[src/rtl/core/sbf_pkg.sv]
`timescale 1ns / 1ps

package sbf_pkg;

    localparam int unsigned TX_DEPTH_DEF = 16;
    localparam int unsigned RX_DEPTH_DEF = 16;

    typedef logic [7:0] t_byte;

    typedef enum logic [2:0] {
        ACT_SEND      = 3'd0,
        ACT_RECEIVE   = 3'd1,
        ACT_XFER_DONE = 3'd2,
        ACT_CLEAR_RX  = 3'd3,
        ACT_CLEAR_TX  = 3'd4,
        ACT_READ_ERR  = 3'd5
    } t_action;

    typedef enum logic [1:0] {
        ST_OK       = 2'd0,
        ST_TX_FULL  = 2'd1,
        ST_RX_EMPTY = 2'd2,
        ST_OVERRUN  = 2'd3
    } t_status;

    // ring control for one action
    typedef struct packed {
        logic push;
        logic pop;
        logic clear;
    } t_ring_ctl;

    typedef struct packed {
        t_status status;
        t_byte   read_byte;
        logic    shift_start;
        t_byte   shift_byte;
        logic    event_rx_byte;
        logic    event_rx_now_full;
        logic    event_rx_dropped;
        logic    event_tx_empty;
        logic    rx_overflow_seen;
        logic    tx_busy;
    } t_result;

endpackage

[src/rtl/core/sbf_if.sv]
`timescale 1ns / 1ps

interface sbf_in_if import sbf_pkg::*; ();
    logic    valid;
    logic    ready;
    logic [2:0] action;
    t_byte   byte_in;

    modport source (output valid, output action, output byte_in, input ready);
    modport sink   (input valid, input action, input byte_in, output ready);
endinterface

interface sbf_out_if import sbf_pkg::*; ();
    logic    valid;
    logic    ready;
    logic [1:0] status;
    t_byte   read_byte;
    logic    shift_start;
    t_byte   shift_byte;
    logic    event_rx_byte;
    logic    event_rx_now_full;
    logic    event_rx_dropped;
    logic    event_tx_empty;
    logic    rx_overflow_seen;
    logic    tx_busy;

    modport source (
        output valid, output status, output read_byte, output shift_start,
        output shift_byte, output event_rx_byte, output event_rx_now_full,
        output event_rx_dropped, output event_tx_empty, output rx_overflow_seen,
        output tx_busy, input ready
    );
    modport sink (
        input valid, input status, input read_byte, input shift_start,
        input shift_byte, input event_rx_byte, input event_rx_now_full,
        input event_rx_dropped, input event_tx_empty, input rx_overflow_seen,
        input tx_busy, output ready
    );
endinterface

[src/rtl/core/sbf_ring.sv]
`timescale 1ns / 1ps

module sbf_ring import sbf_pkg::*; #(
    parameter int unsigned DEPTH = TX_DEPTH_DEF,
    parameter bit          HAS_SECOND = 1'b1,
    localparam int unsigned AW = $clog2(DEPTH),
    localparam int unsigned CW = $clog2(DEPTH + 1)
) (
    input  logic          i_clk,
    input  logic          i_rst_n,
    input  t_ring_ctl     i_ctl,
    input  t_byte         i_wdata,
    output logic [CW-1:0] o_count,
    output t_byte         o_front,
    output t_byte         o_second
);

    logic [AW-1:0] r_head, n_head;
    logic [AW-1:0] r_tail, n_tail;
    logic [CW-1:0] r_count, n_count;
    logic [AW-1:0] w_addr_b;
    t_byte         r_mem [DEPTH];
    t_byte         r_rd_a, r_rd_b, r_fwd_data;
    logic          r_fwd_a, r_fwd_b;

    function automatic logic [AW-1:0] f_next(input logic [AW-1:0] idx);
        f_next = (idx == AW'(DEPTH - 1)) ? '0 : idx + 1'b1;
    endfunction

    always_comb begin
        n_head  = r_head;
        n_tail  = r_tail;
        n_count = r_count + CW'(i_ctl.push) - CW'(i_ctl.pop);
        if (i_ctl.push) begin
            n_head = f_next(r_head);
        end
        if (i_ctl.pop) begin
            n_tail = f_next(r_tail);
        end
        if (i_ctl.clear) begin
            n_head  = '0;
            n_tail  = '0;
            n_count = '0;
        end
    end

    assign w_addr_b = f_next(n_tail);

    always_ff @(posedge i_clk) begin
        if (!i_rst_n) begin
            r_head  <= '0;
            r_tail  <= '0;
            r_count <= '0;
            r_fwd_a <= 1'b0;
            r_fwd_b <= 1'b0;
        end else begin
            r_head  <= n_head;
            r_tail  <= n_tail;
            r_count <= n_count;
            // bypass a word written this cycle to a prefetched slot
            r_fwd_a <= i_ctl.push && (r_head == n_tail);
            r_fwd_b <= i_ctl.push && (r_head == w_addr_b);
        end
    end

    // prefetch the oldest and the next oldest word every cycle
    always_ff @(posedge i_clk) begin
        if (i_ctl.push) begin
            r_mem[r_head] <= i_wdata;
        end
        r_rd_a     <= r_mem[n_tail];
        r_rd_b     <= r_mem[w_addr_b];
        r_fwd_data <= i_wdata;
    end

    assign o_count = r_count;
    assign o_front = r_fwd_a ? r_fwd_data : r_rd_a;

    if (HAS_SECOND) begin : g_second
        assign o_second = r_fwd_b ? r_fwd_data : r_rd_b;
    end else begin : g_no_second
        assign o_second = '0;
    end

endmodule

[src/rtl/core/spi_buffered_tx_rx_fifo.sv]
`timescale 1ns / 1ps
// Pipeline: an accepted word passes the input register, then the result
//   register; it waits in the input register while the result is not taken.
// Throughput: one word per cycle unless the result side stalls; all work is
//   one pass of ring and flag logic between the two registers, the ring heads
//   being prefetched from the stores.
// Reset: synchronous, active low; clears ring pointers, counts and flags.
//   Ring stores are not cleared.

module spi_buffered_tx_rx_fifo import sbf_pkg::*; #(
    parameter int unsigned TX_DEPTH = TX_DEPTH_DEF,
    parameter int unsigned RX_DEPTH = RX_DEPTH_DEF
) (
    input  logic       i_clk,
    input  logic       i_rst_n,
    sbf_in_if.sink     i_in,
    sbf_out_if.source  o_out
);

    localparam int unsigned TX_CW = $clog2(TX_DEPTH + 1);
    localparam int unsigned RX_CW = $clog2(RX_DEPTH + 1);

    // input register
    logic       r_in_valid;
    logic [2:0] r_action;
    t_byte      r_byte;

    // result register
    logic       r_out_valid;
    t_result    r_res, n_res;

    // control flags
    logic       r_running, n_running;
    logic       r_rx_full_flag, n_rx_full_flag;
    logic       r_sticky, n_sticky;

    logic       w_advance, w_fire;
    t_ring_ctl  w_tx_ctl, w_rx_ctl;
    logic [TX_CW-1:0] w_tx_count;
    logic [RX_CW-1:0] w_rx_count;
    t_byte      w_tx_front, w_tx_second, w_rx_front;
    logic       w_tx_full, w_rx_full;

    // advance whenever the result register is free or being taken
    assign w_advance  = !r_out_valid || o_out.ready;
    assign w_fire     = r_in_valid && w_advance;
    assign i_in.ready = !r_in_valid || w_advance;

    assign w_tx_full = (w_tx_count == TX_CW'(TX_DEPTH));
    assign w_rx_full = (w_rx_count == RX_CW'(RX_DEPTH));

    always_ff @(posedge i_clk) begin
        if (!i_rst_n) begin
            r_in_valid <= 1'b0;
        end else if (i_in.ready) begin
            r_in_valid <= i_in.valid;
        end
    end

    always_ff @(posedge i_clk) begin
        if (i_in.valid && i_in.ready) begin
            r_action <= i_in.action;
            r_byte   <= i_in.byte_in;
        end
    end

    // one action: ring moves, flag updates and the result word
    always_comb begin
        w_tx_ctl       = '0;
        w_rx_ctl       = '0;
        n_running      = r_running;
        n_rx_full_flag = r_rx_full_flag;
        n_sticky       = r_sticky;
        n_res          = '0;
        n_res.status   = ST_OK;

        case (r_action)
            ACT_SEND: begin
                if (w_tx_full) begin
                    n_res.status = ST_TX_FULL;
                end else begin
                    w_tx_ctl.push = w_fire;
                    if (!r_running) begin
                        // empty ring: the oldest word is the one just queued
                        n_res.shift_start = 1'b1;
                        n_res.shift_byte  = (w_tx_count == '0) ? r_byte : w_tx_front;
                        n_running         = 1'b1;
                    end
                end
            end
            ACT_RECEIVE: begin
                if (w_rx_count == '0) begin
                    n_res.status = ST_RX_EMPTY;
                end else begin
                    w_rx_ctl.pop    = w_fire;
                    n_res.read_byte = w_rx_front;
                    n_res.status    = r_rx_full_flag ? ST_OVERRUN : ST_OK;
                    n_rx_full_flag  = 1'b0;
                end
            end
            ACT_XFER_DONE: begin
                if (!w_rx_full) begin
                    w_rx_ctl.push           = w_fire;
                    n_res.event_rx_byte     = 1'b1;
                    n_res.event_rx_now_full = (w_rx_count == RX_CW'(RX_DEPTH - 1));
                end else begin
                    // drop the shifted-in word, remember it
                    n_rx_full_flag         = 1'b1;
                    n_sticky               = 1'b1;
                    n_res.event_rx_dropped = 1'b1;
                end
                // retire one word; start the next if one remains
                w_tx_ctl.pop = w_fire && (w_tx_count != '0);
                if (w_tx_count > TX_CW'(1)) begin
                    n_res.shift_start = 1'b1;
                    n_res.shift_byte  = w_tx_second;
                end else begin
                    n_running            = 1'b0;
                    n_res.event_tx_empty = 1'b1;
                end
            end
            ACT_CLEAR_RX: begin
                w_rx_ctl.clear = w_fire;
                n_rx_full_flag = 1'b0;
            end
            ACT_CLEAR_TX: begin
                // shifter keeps running until its transfer completes
                w_tx_ctl.clear = w_fire;
            end
            ACT_READ_ERR: begin
                n_res.rx_overflow_seen = r_sticky;
                n_sticky               = 1'b0;
            end
            default: begin
            end
        endcase

        n_res.tx_busy = n_running;
    end

    always_ff @(posedge i_clk) begin
        if (!i_rst_n) begin
            r_out_valid    <= 1'b0;
            r_running      <= 1'b0;
            r_rx_full_flag <= 1'b0;
            r_sticky       <= 1'b0;
        end else begin
            if (w_advance) begin
                r_out_valid <= r_in_valid;
            end
            if (w_fire) begin
                r_running      <= n_running;
                r_rx_full_flag <= n_rx_full_flag;
                r_sticky       <= n_sticky;
            end
        end
    end

    always_ff @(posedge i_clk) begin
        if (w_fire) begin
            r_res <= n_res;
        end
    end

    sbf_ring #(
        .DEPTH      (TX_DEPTH),
        .HAS_SECOND (1'b1)
    ) u_tx_ring (
        .i_clk    (i_clk),
        .i_rst_n  (i_rst_n),
        .i_ctl    (w_tx_ctl),
        .i_wdata  (r_byte),
        .o_count  (w_tx_count),
        .o_front  (w_tx_front),
        .o_second (w_tx_second)
    );

    sbf_ring #(
        .DEPTH      (RX_DEPTH),
        .HAS_SECOND (1'b0)
    ) u_rx_ring (
        .i_clk    (i_clk),
        .i_rst_n  (i_rst_n),
        .i_ctl    (w_rx_ctl),
        .i_wdata  (r_byte),
        .o_count  (w_rx_count),
        .o_front  (w_rx_front),
        .o_second ()
    );

    assign o_out.valid             = r_out_valid;
    assign o_out.status            = r_res.status;
    assign o_out.read_byte         = r_res.read_byte;
    assign o_out.shift_start       = r_res.shift_start;
    assign o_out.shift_byte        = r_res.shift_byte;
    assign o_out.event_rx_byte     = r_res.event_rx_byte;
    assign o_out.event_rx_now_full = r_res.event_rx_now_full;
    assign o_out.event_rx_dropped  = r_res.event_rx_dropped;
    assign o_out.event_tx_empty    = r_res.event_tx_empty;
    assign o_out.rx_overflow_seen  = r_res.rx_overflow_seen;
    assign o_out.tx_busy           = r_res.tx_busy;

    // an idle shifter implies an empty transmit ring
    a_idle_empty: assert property (@(posedge i_clk) disable iff (!i_rst_n)
        !r_running |-> (w_tx_count == '0))
        else $error("shifter idle with words queued");

    a_counts_bounded: assert property (@(posedge i_clk) disable iff (!i_rst_n)
        (w_tx_count <= TX_CW'(TX_DEPTH)) && (w_rx_count <= RX_CW'(RX_DEPTH)))
        else $error("ring count beyond depth");

    a_start_busy: assert property (@(posedge i_clk) disable iff (!i_rst_n)
        (r_out_valid && r_res.shift_start) |-> r_res.tx_busy)
        else $error("shifter started but not busy");

    a_drop_sticky: assert property (@(posedge i_clk) disable iff (!i_rst_n)
        (w_fire && n_res.event_rx_dropped) |=> r_sticky)
        else $error("dropped word not recorded");

endmodule

[src/flat_wrapper.sv]
// flat-port wrapper written by rule: the top's interface ports become plain ports
module spi_buffered_tx_rx_fifo_flat import sbf_pkg::*;
#(
    parameter int unsigned TX_DEPTH = TX_DEPTH_DEF,
    parameter int unsigned RX_DEPTH = RX_DEPTH_DEF
)
  (i_clk, i_rst_n, i_in_valid, i_in_action, i_in_byte_in, i_in_ready, o_out_valid, o_out_status, o_out_read_byte, o_out_shift_start, o_out_shift_byte, o_out_event_rx_byte, o_out_event_rx_now_full, o_out_event_rx_dropped, o_out_event_tx_empty, o_out_rx_overflow_seen, o_out_tx_busy, o_out_ready);
  sbf_in_if i_in_i ();
  sbf_out_if o_out_i ();
  input  logic i_clk;
  input  logic i_rst_n;
  input wire logic [$bits(i_in_i.valid)-1:0] i_in_valid;
  input wire logic [$bits(i_in_i.action)-1:0] i_in_action;
  input wire logic [$bits(i_in_i.byte_in)-1:0] i_in_byte_in;
  output wire logic [$bits(i_in_i.ready)-1:0] i_in_ready;
  output wire logic [$bits(o_out_i.valid)-1:0] o_out_valid;
  output wire logic [$bits(o_out_i.status)-1:0] o_out_status;
  output wire logic [$bits(o_out_i.read_byte)-1:0] o_out_read_byte;
  output wire logic [$bits(o_out_i.shift_start)-1:0] o_out_shift_start;
  output wire logic [$bits(o_out_i.shift_byte)-1:0] o_out_shift_byte;
  output wire logic [$bits(o_out_i.event_rx_byte)-1:0] o_out_event_rx_byte;
  output wire logic [$bits(o_out_i.event_rx_now_full)-1:0] o_out_event_rx_now_full;
  output wire logic [$bits(o_out_i.event_rx_dropped)-1:0] o_out_event_rx_dropped;
  output wire logic [$bits(o_out_i.event_tx_empty)-1:0] o_out_event_tx_empty;
  output wire logic [$bits(o_out_i.rx_overflow_seen)-1:0] o_out_rx_overflow_seen;
  output wire logic [$bits(o_out_i.tx_busy)-1:0] o_out_tx_busy;
  input wire logic [$bits(o_out_i.ready)-1:0] o_out_ready;
  assign i_in_i.valid = i_in_valid;
  assign i_in_i.action = i_in_action;
  assign i_in_i.byte_in = i_in_byte_in;
  assign i_in_ready = i_in_i.ready;
  assign o_out_valid = o_out_i.valid;
  assign o_out_status = o_out_i.status;
  assign o_out_read_byte = o_out_i.read_byte;
  assign o_out_shift_start = o_out_i.shift_start;
  assign o_out_shift_byte = o_out_i.shift_byte;
  assign o_out_event_rx_byte = o_out_i.event_rx_byte;
  assign o_out_event_rx_now_full = o_out_i.event_rx_now_full;
  assign o_out_event_rx_dropped = o_out_i.event_rx_dropped;
  assign o_out_event_tx_empty = o_out_i.event_tx_empty;
  assign o_out_rx_overflow_seen = o_out_i.rx_overflow_seen;
  assign o_out_tx_busy = o_out_i.tx_busy;
  assign o_out_i.ready = o_out_ready;
  spi_buffered_tx_rx_fifo #(.TX_DEPTH(TX_DEPTH), .RX_DEPTH(RX_DEPTH)) u_core (.i_clk(i_clk), .i_rst_n(i_rst_n), .i_in(i_in_i), .o_out(o_out_i));
endmodule
[config.mk]
export PLATFORM = sky130hd
export DESIGN_NAME = spi_buffered_tx_rx_fifo_flat
export DESIGN_NICKNAME = d
export VERILOG_FILES = /design/src/rtl/core/sbf_pkg.sv /design/src/rtl/core/sbf_if.sv /design/src/rtl/core/sbf_ring.sv /design/src/rtl/core/spi_buffered_tx_rx_fifo.sv /design/src/flat_wrapper.sv
export SDC_FILE = /design/constraint.sdc
export NUM_CORES = 1
export LEC_CHECK = 0
export BUFFER_PORTS_ARGS = -buffer_cell sky130_fd_sc_hd__clkbuf_2
export CAP_MARGIN = 20
export CORE_UTILIZATION = 45
export CTS_CLUSTER_SIZE = 40
export DETAILED_ROUTE_END_ITERATION = 6
export SLEW_MARGIN = 10
export SYNTH_ARGS = -nofsm -noshare
export SYNTH_HDL_FRONTEND = slang
export SYNTH_HIERARCHICAL = 1
export SYNTH_SLANG_ARGS = --single-unit
[constraint.sdc]
create_clock -name i_clk -period 4.1 [get_ports i_clk]
set_input_delay 0 -clock i_clk [delete_from_list [all_inputs] [get_ports i_clk]]
set_output_delay 0 -clock i_clk [all_outputs]
set_load 0.01 [all_outputs]
==> Word level (Yosys, flattened, before mapping) <==
Memory sizes are Yosys's and may differ from the RTL's. A register that Yosys moved wholly into a read port is not among the register bits.
Index checks and enable logic that the tools add are counted.
{ "totals": {"register_bits": 78, "ram_bits": 256, "input_bits": 15, "elab_cells": 126, "mem_count": 2} }
{ "memory_table": {"columns": ["name", "depth", "width", "rd", "rd_clocked_by_memory_dff", "wr", "line", "text"], "rows": [
  ["u_core.u_rx_ring.r_mem", 16, 8, 1, 1, 1, "sbf_ring.sv:22", "t_byte r_mem [DEPTH];"],
  ["u_core.u_tx_ring.r_mem", 16, 8, 2, 2, 1, "sbf_ring.sv:22", null]
]} }
{ "classes": {"addsub": 9, "magnitude_cmp": 1, "n_eq_ne": 18, "muxes": 44, "bitwise_logic": 3, "reduce_logical": 22} }
{ "ops": {"columns": ["cell", "n"], "rows": [
  ["2-to-1 mux 4 bit", 9],
  ["2-to-1 mux 8 bit", 4],
  ["2-to-1 mux 9 bit", 3],
  ["adder 4 x 1 -> 4 bit, second input constant", 5],
  ["equality test 4 bit, second input constant", 5],
  ["2-to-1 mux 1 bit", 20],
  ["case mux 9 bit (2 select lines)", 1],
  ["equality test 4 bit", 3],
  ["adder 5 x 1 -> 5 bit", 2],
  ["equality test 5 bit, second input constant", 2],
  ["zero test 5 bit", 2],
  ["subtractor 5 x 1 -> 5 bit", 2],
  ["OR reduction 2 bit", 4],
  ["equality test 3 x 2 -> 1 bit, second input constant", 2],
  ["equality test 3 bit, second input constant", 2],
  ["logical AND 1 bit", 6],
  ["2-to-1 mux 2 bit", 3],
  ["equality test 5 x 4 -> 1 bit, second input constant", 1],
  ["> comparator 5 x 1 -> 1 bit, second input constant", 1],
  ["nonzero test 5 bit", 1],
  ["case mux 1 bit (2 select lines)", 2],
  ["case mux 2 bit (2 select lines)", 1],
  ["AND reduction 4 bit", 1],
  ["equality test 3 x 1 -> 1 bit, second input constant", 1],
  ["10 further kinds", 14]
]} }

==> Logic depth before layout (Yosys ltp) <==
{ "depth": {"ltp_word": 11, "ltp_mapped": 19, "ltp_nobuf": 13} }

==> Modules after synthesis <==
The synthesis kept the hierarchy.
{ "modules_own_cells": {"columns": ["mod", "instances", "cells_each", "area_per_inst_um2", "seq_area_each_um2"], "rows": [
  ["sbf_ring at u_core.u_tx_ring", 1, 614, 7991.4, 4624.4],
  ["sbf_ring at u_core.u_rx_ring", 1, 571, 7365.8, 4444.3],
  ["spi_buffered_tx_rx_fifo", 1, 135, 1721.7, 1181.1]
]} }

==> Worst setup path after synthesis <==
Ideal clock, no wire load.
{ "synth_timing": {"kind": "flip-flop to flip-flop", "start": "register u_core.u_tx_ring.r_count[1], in the netlist u_core/u_tx_ring/o_count[1]", "end": "register u_core.u_tx_ring.r_rd_b[2], read port of u_core.u_tx_ring.r_mem", "setup_time_ns": 0.058, "arrival_ns": 4.250, "slack_ns": -0.209, "path_stages_with_launch": 19, "period_less_slack_ns": 4.309, "path_cell_list": "dfxtp_1 -> or3_1 -> or3_1 -> buf_6 -> nor2b_1 -> buf_6 -> xor2_1 -> nand2b_1 -> buf_2 -> inv_2 -> buf_6 -> buf_4 -> buf_4 -> ha_1 -> buf_4 -> clkbuf_1 -> mux4_1 -> a2bb2oi_1 -> o211a_1"} }
{ "synth_lines": {"columns": ["element", "line", "text"], "rows": [
  ["start: declaration", "sbf_ring.sv:20", "logic [CW-1:0] r_count, n_count;"],
  ["start signal: assignment", "sbf_ring.sv:59", "r_count <= n_count;"],
  ["end: declaration", "sbf_ring.sv:23", "t_byte r_rd_a, r_rd_b, r_fwd_data;"]
]} }

==> out/results.md <==
| Parameter | Reported | Unit |
|:---|:---|:---|
| Syn Nets | 1,349 | - |
| Switching share of power | 22.50 | % |
| Synthesized instance count | 1,311 | - |
| Result of the run | finished, final reports clean | - |
| Starting density of the core | 46.15 | % |
| Final hold viol count | 0 | - |
| Flop pwr share | 49.0 | % |
| Clock network fraction of total power | 45.0 | % |
| Number of buffers inserted by port buffering | 41 | - |
| Design internal power | 6.530 | mW |
| Total global routing track utilization | 23.22 | % |
| Pin count of the biggest net entering global routing | 54 | - |
| DRC violations left | 0 | - |
| Worst ir drop on vdd | 0.2814 | mV |
| Die width | 196.5 | um |
| Buffers inserted by post-CTS timing repair | 0 | - |
| Antenna violations before repair | 1 | - |
| Start of the worst register-to-register path | u_core/u_tx_ring/o_count[1] | - |
| Wire length of the first global-routing pass | 67.09 | mm |
| Transition time at the pin with the least slew margin | 1.005 | ns |
| Setup repair after global routing missed its margin | false | - |
| Commonest cells after routing, fill and taps aside | sky130_fd_sc_hd__edfxtp_1, sky130_fd_sc_hd__nand2_1, sky130_fd_sc_hd__dfxtp_1 | - |
| Crit Path Category | register to register | - |
| Leftover overflow at the end of global routing | 0 | - |
| Slew Limit Headroom | 32.97 | % |
| Wire length per cell | 23.38 | um |
| Core Region | 36,870 | um^2 |
| Site Rows | 70 | - |
| Number of standard cells in the final layout excluding fillers | 1,901 | - |
| Tcrit/Tclk final | 89.23 | % |
| Maximum operating frequency | 273.4 | MHz |
| Reg2reg end | u_core/u_tx_ring/r_rd_b[6] | - |
| Clock tree from TritonCTS | done | - |
| Leakage component of the power | 6.826 | nW |
| Switching power | 1.896 | mW |
| Clk sinks | 366 | - |
| Nets | 1,402 | - |
| Critical path peak fanout | 15 | - |
| Root buffer cell | sky130_fd_sc_hd__clkbuf_16 | - |
| Critical Path Sink Type | register | - |
| Setup slack of the worst register-to-register path | 0.44 | ns |
| Routability Congestion | 0.8616 | - |
| Final min period | 3.658 | ns |
| Clock skew | 0.03100 | ns |
| Hold-fix buffers at CTS | 17 | - |
| Number of violations of the max-capacitance limit | 0 | - |
| Growth of design area from synthesis to finish | 13.02 | % |
| # IOs | 42 | - |
| Final sum of negative setup slack | 0 | ns |
| Logic depth of the worst register-to-register path | 12 | - |
| Total number of yosys warnings | 6 | - |
| Number of nets still failing antenna checks after routing | 0 | - |
| Commonest non-fill, non-tap cell in the layout | sky130_fd_sc_hd__edfxtp_1 | - |
| Floorplan die area | 38,590 | um^2 |
| Clk slew on worst S/H paths | 0.06 | ns |
| Fraction of final layout cells with drive strength greater than 1 | 16.48 | % |
| Launching instance or port of the critical path | u_core/u_tx_ring/o_count[1] | - |
| Critical Path End | u_core/u_tx_ring/r_rd_b[6] | - |
| Worst hold-check path type | input pin to register | - |
| Cell area power density | 438.2 | nW/um^2 |
| Pwr Total | 8.426 | mW |
| Clock H-tree levels | 2 | - |
| Height of the die | 196.5 | um |
| Cell depth of the worst min-delay path | 2 | - |
| Vias in the first global route | 10.71k | - |
| Post-Synthesis Mean Instance Area | 12.98 | um^2 |
| Launching element type of the critical path | register | - |
| Initial DRC Count | 1,211 | - |
| Router iterations before antenna repair | 5 | - |
| Total CTS buffers | 41 | - |
| Worst Path Arrival | 4.14 | ns |
| Worst hold slack | 0.1531 | ns |
| Number of instances resized during post-cts repair | 0 | - |
| Comb power frac | 6.1 | % |
| Synthesized area | 17,020 | um^2 |
| Maximum clock insertion buffer count | 3 | - |
| Via-to-Cell Ratio | 5.962 | - |
| Detailed Route WL | 44.45 | mm |
| Clock latency at the later pin of the worst-skew pair | 0.57 | ns |
| Total number of vias | 11.33k | - |
| CP Data Required Time | 4.58 | ns |
| Slew Limit Fails | 0 | - |
| HPWL after DPL | 28.46 | mm |
| Final count of negative-setup-slack endpoints | 0 | - |
| # placed instances | 1,808 | - |
-- final cells by class --
| class | count | area [um^2] |
|---|---|---|
| diodes | 1 | 2.502 |
| clock buffers | 54 | 1105 |
| clock inverters | 21 | 300.3 |
| fillers | 3124 | 17640 |
| inverters | 59 | 222.7 |
| multi-input cells | 803 | 6043 |
| flip-flops and latches | 366 | 10250 |
| well taps | 504 | 630.6 |
| repair buffers | 93 | 675.6 |
-- state kept, by name, summed over array words and instances, names as in the netlist, 5 cells and up --
register                     cells
u_core/u_tx_ring/r_rd_b          8
u_core/o_out.shift_byte          8
u_core/r_byte                    8
u_core/u_tx_ring/r_mem         128
u_core/u_tx_ring/r_rd_a          8
u_core/u_tx_ring/r_fwd_data      8
u_core/u_tx_ring/o_count         5
u_core/u_rx_ring/r_fwd_data      8
u_core/o_out.read_byte           8
u_core/u_rx_ring/r_rd_a          8
u_core/u_rx_ring/r_mem         128
u_core/u_rx_ring/o_count         5
-- worst min-delay path by stage --
stage / slack (ns) / endpoint / start
2_1_floorplan: 0.1 / u_core/r_action[0] / i_in_action[0]
3_3_place_gp: 0.18 / u_core/r_byte[7] / i_in_byte_in[7]
3_5_place_dp: 0.18 / u_core/r_byte[7] / i_in_byte_in[7]
4_1_cts: 0.13 / u_core/r_byte[5] / i_in_byte_in[5]
5_1_grt: 0.16 / u_core/r_byte[2] / i_in_byte_in[2]
6_report: 0.15 / u_core/r_byte[6] / i_in_byte_in[6]
-- worst max-delay path, stage by stage (launching register included) --
cell and delay, ns:
sky130_fd_sc_hd__dfxtp_1 0.36, sky130_fd_sc_hd__or3_1 0.41, sky130_fd_sc_hd__or3_1 0.35, sky130_fd_sc_hd__nor2b_1 0.14
sky130_fd_sc_hd__buf_4 0.16, sky130_fd_sc_hd__mux2i_1 0.11, sky130_fd_sc_hd__or2_1 0.24, sky130_fd_sc_hd__clkinv_2 0.19
sky130_fd_sc_hd__ha_1 0.47, sky130_fd_sc_hd__nor2_1 0.12, sky130_fd_sc_hd__a31oi_2 0.60, sky130_fd_sc_hd__a211oi_1 0.12
sky130_fd_sc_hd__nor4_2 0.30
-- metal layers --
metal,global-route usage [%],wire (um),vias up,share of wire (%)
met5,0,0,-,0
met4,7.147,1006,0,2.3
met3,3.765,3487,70,7.8
met2,34.27,19490,492,44
met1,35.03,20470,5676,46
li1,-,-,5095,-
-- power by group through the flow --
stage | combinational, mW | sequential [mW] | clock [mW]
finish | 0.512 | 4.13 | 3.79
global route | 0.550 | 4.13 | 4.01
CTS | 0.511 | 4.12 | 3.86
detailed placement | 0.495 | 4.20 | 0
global placement | 0.486 | 4.20 | 0
floorplan | 0.337 | 4.20 | 0
-- stage by stage --
step                      util, %  cell area [um^2]  setup slack [ns]
after CTS                   52.15             19230            0.4845
after floorplan                 -             17020           0.03780
after detailed placement    47.88             17650            0.4977
after global placement      47.88             17650            0.5878
after global routing        52.15             19230            0.1519
final                       52.15             19230            0.4417
No activity file was read; power rests on OpenSTA's default activity.
